<file path="config.mk">
export PLATFORM = sky130hd
export DESIGN_NAME = sxf_ram
export DESIGN_NICKNAME = d
export VERILOG_FILES = /design/src/rtl/core/sxf_ram.sv
export SDC_FILE = /design/constraint.sdc
export NUM_CORES = 2
export LEC_CHECK = 0
export BUFFER_PORTS_ARGS = -buffer_cell sky130_fd_sc_hd__buf_2
export CAP_MARGIN = 40
export CORE_ASPECT_RATIO = 1.5
export CORE_MARGIN = 2
export CORE_UTILIZATION = 45
export DETAILED_ROUTE_END_ITERATION = 12
export GPL_ROUTABILITY_DRIVEN = 0
export REMOVE_ABC_BUFFERS = 1
export SLEW_MARGIN = 0
export SYNTH_ARGS = -nofsm -noshare
export SYNTH_HDL_FRONTEND = slang
export SYNTH_SLANG_ARGS = --single-unit
</file>
<file path="constraint.sdc">
create_clock -name clock -period 5.3 [get_ports clock]
set_clock_uncertainty 0.2 [all_clocks]
set_input_delay 0.53 -clock clock [delete_from_list [all_inputs] [get_ports clock]]
set_output_delay 0.53 -clock clock [all_outputs]
set_load 0.05 [all_outputs]
</file>
<file path="src/rtl/core/sxf_ram.sv">
// ----------------------------------------------------------------------------
// sxf_ram: generic single-write, single-read RAM
// One write port and one read port with registered read data.
// ----------------------------------------------------------------------------
module sxf_ram #(
   parameter int WIDTH = 64,
   parameter int DEPTH = 32
) (
   input  logic                     clock,
   input  logic                     wr_en,
   input  logic [$clog2(DEPTH)-1:0] wr_addr,
   input  logic [WIDTH-1:0]         wr_data,
   input  logic                     rd_en,
   input  logic [$clog2(DEPTH)-1:0] rd_addr,
   output logic [WIDTH-1:0]         rd_data
);
   logic [WIDTH-1:0] mem_ff [DEPTH];
   logic [WIDTH-1:0] rd_data_ff;

   always_ff @(posedge clock) begin
      if (wr_en) begin
         mem_ff[wr_addr] <= wr_data;
      end
      if (rd_en) begin
         rd_data_ff <= mem_ff[rd_addr];
      end
   end

   assign rd_data = rd_data_ff;
endmodule

</file>
# == After elaboration in Yosys (flattened, before gate mapping) ==
# Memory sizes are Yosys's and may differ from the RTL's. A register that Yosys moved wholly into a read port is not among the register bits.
# Index checks and enable logic that the tools add are counted.
# Widths: inputs -> output; s select.
# op_classes
multipliers,0
n_addsub,0
mux,2
n_reduce_logical,0
shifts,0
div_mod_pow,0
n_lt_le_gt_ge,0
bitwise,0
n_eq_ne,0
# op_table
operator,n
$mux 1,2
# totals
reg_bits,0
wordCells,3
latch_bits,0
memories,1
input_bits,77
ramBits,2048
output_inout_bits,64
mem_bits_ro,0
# memory_table
name,words,word_bits,rd,rd_ports_with_merged_regs,write_ports,line,rtl
mem_ff,32,64,1,1,1,17,logic [WIDTH-1:0] mem_ff [DEPTH];

# == Longest topological paths before layout ==
# logic_depth
ltp_word,2
ltp_mapped,9
mapped_depth_nobuf,4

# == Worst setup path after synthesis ==
# No wires, ideal clock.
# synth_path
path_kind,input -> register
startpoint,in wr_addr[1]
endpoint,"mem mem_ff[12][0], enable pin"
setup_ps,486
slack_ps,748
n_path_buf,1
t_required_ps,4614
cell_stages,3
arrival_time_ps,3866
path_cell_list,or3b_2 -> clkbuf_1 -> nor2_1
# synth_rtl
item,line,rtl
"start, declared",11,"input logic [$clog2(DEPTH)-1:0] wr_addr,"
"end, declared",17,
# Straight into the memory's write port.

==> impl_metrics.ini <==
[setup_path]
slowest_delay_ps = 660
start_kind = input port
path_class = in -> reg
end_kind = flop
cp.required_ps = 5670
reg2reg_to = rd_data[18]
arrival_ps = 3120
worstPathCellList = buf_8, buf_4, mux4_2, mux4_2, mux2_2
reg2reg_slack_ps = 3140
crit_fanout = 39
crit_family = multiplexers
path_buf_inv = 2
worstReg2RegStart = mem_ff[5][18]
cp_common_cell = mux4_2
crit_end = rd_data[23]
critical-path-slowest-cell = buf_4
cp.depth = 5
worstRegToRegCells = 3
cp-startpoint = rd_addr[0]

[global_route]
grt_pass1_wl_um = 281000
grt_max_degree = 90
gr-total-overflow = 0
grt_pass1_vias = 37700
grt_use_total_pct = 22.3
antenna_found_initial = 16

[logic_synthesis]
avgSynthCellArea_um2 = 25.7
synth-main-ff-cell = edfxtp_1
synth_seq_cells = 2112
yosysSeqAreaShare_pct = 79.7
yosys-top-cells-count = edfxtp_1 (2112), mux4_2 (602), mux2_2 (74)
async_flop_share_pct = 0
synth_top_area_share_pct = 79.7
synth_edf_count = 2112
ys.warnings.count = 0
synth_top_cell_by_area = edfxtp_1
syn_area_um2 = 79600
synth_cells = 3097
synth_cell_types = 30
synth.top_cells.by_area = edfxtp_1 (80%), mux4_2 (17%), mux2_2 (1.0%)
yosysMostFrequentCell = edfxtp_1

[clock_network]
cts_tree = yes
clkSinkCount = 2112
h-tree-depth = 4
insertion_delay_ps = 830
clockBufferDepth = 3
cts_buffers = 184
clkSlewWorstSetupHoldPaths_ps = 60
cts_root_buffer = clkbuf_16
cts_resized = 0

[floorplanning]
die_w_um = 347
die_h_um = 519
ios = 141
die_area_um2 = 180000
core_area_um2 = 176000
start_util_pct = 45.2
fp-row-count = 189

[finish]
fin_nets = 3537
multi_input_area_um2 = 15700
fillers = 13400
regArea_um2 = 63400
utilization_pct = 51.7
fin_area_um2 = 91100
layout-drive-gt1-share_pct = 34.1
areaGrowthSynthToFinish_pct = 14.4

[sta]
setup_viol = 0
finalCritPeriodShare_pct = 51.9
tightest_slew_ps = 903
final-hold-violation-count = 0
setup_tns_ps = 0
slew_viol_final = 0
setup_ws_ps = 2550
grt_setup_unrepaired = false
holdWs_ps = 164
max_freq_ghz = 0.363
max_slew_margin_pct = 39.8
fin_crit_ps = 2750

[placement]
dp_slack_ps = 1680
portBuffers = 140
dp_hpwl_um = 104000
dpl_cell_area_um2 = 84400

[routing]
vias_per_cell = 6.08
first_iter_violations = 4350
ant_nets = 0
wl_per_cell_um = 33.7
first_pass_iters = 5
drt-total-wl_um = 199000
drcViolationCount = 0
num_vias = 35900

[power]
p_per_area_nw_per_um2 = 373
p_leak_nw = 28.2
peakVddDrop_v = 0.000371

[flow_run]
drv_cap = 0

[run_status]
outcome = finished clean

[worst_hold_path]
min_path_type = in -> reg
## layout by cell type, fill, tap and decap left out, types with 21 or more instances in the layout
cell type	synthesis	routed
edfxtp_1	2112	2112
clkbuf_1	55	49
mux2_2	74	74
buf_2	65	134
clkinv_1	0	40
nor2_4	0	32
buf_12	0	47
bufinv_16	0	21
clkbuf_16	0	189
clkinv_2	0	26
mux4_2	602	602
buf_4	14	74
mux2i_1	38	38
dlygate4sd3_1	0	65
## layout make-up
class / instances / area share [%]
diodes: 6 / 0.0165
clock buffers: 238 / 5.40
clock inverters: 104 / 1.18
inverters: 1 / 0.00412
multi-input cells: 828 / 17.2
flip-flops and latches: 2112 / 69.6
well taps: 2292 / 3.15
repair buffers: 333 / 3.38
## routing by layer
| layer | global-route usage [%] | wire (um) | up-vias |
|---|---|---|---|
| met1 | 30.2 | 78600 | 19900 |
| met3 | 3.29 | 12800 | 310 |
| met5 | 0 | 87 | - |
| met4 | 6.54 | 5200 | 14 |
| li1 | - | - | 14300 |
| met2 | 37.9 | 103000 | 1491 |
## flip-flops by register name, summed over array words and instances (netlist names)
register	cells
rd_data	64
mem_ff	2048
## where the power goes
part           internal, mW  switching, mW
registers              18.6         0.0839
logic                 0.729           1.05
clock network          7.58           5.90
total                  26.9           7.03
## through the flow
stage	total power, mW	std cells
2_1_floorplan	19.9	2941
3_3_place_gp	20.8	5483
3_5_place_dp	20.8	5499
4_1_cts	34.3	5906
5_1_grt	34.9	5912
6_report	34.0	5914
## cell families after synthesis
kind of cell	share of synthesized area [%]
multiplexers	18.6
AND/OR/NAND/NOR	0.376
AO/OA/AOI/OAI	0.462
buffers and inverters	0.937
flip-flops	79.7
## worst min-delay path by stage
stage	from	cells after the start	to
2_1_floorplan	wr_data[0]	0	mem_ff[0][0]
3_3_place_gp	mem_ff[20][46]	4	rd_data[46]
3_5_place_dp	mem_ff[20][46]	4	rd_data[46]
4_1_cts	rd_addr[3]	2	rd_data[24]
5_1_grt	wr_addr[1]	4	mem_ff[2][40]
6_report	rd_addr[3]	2	rd_data[24]
## timing repair
action                                  CTS  global route
endpoints found under the hold margin  2060             0
setup buffers                             0             0
hold buffers                             65             0
## worst reg2reg max path, stage by stage, from the launching register on
cell      delay [ps]
edfxtp_1         380
mux4_2           510
mux4_2           500
mux2_2           310
No activity file was read; power rests on OpenSTA's default activity.
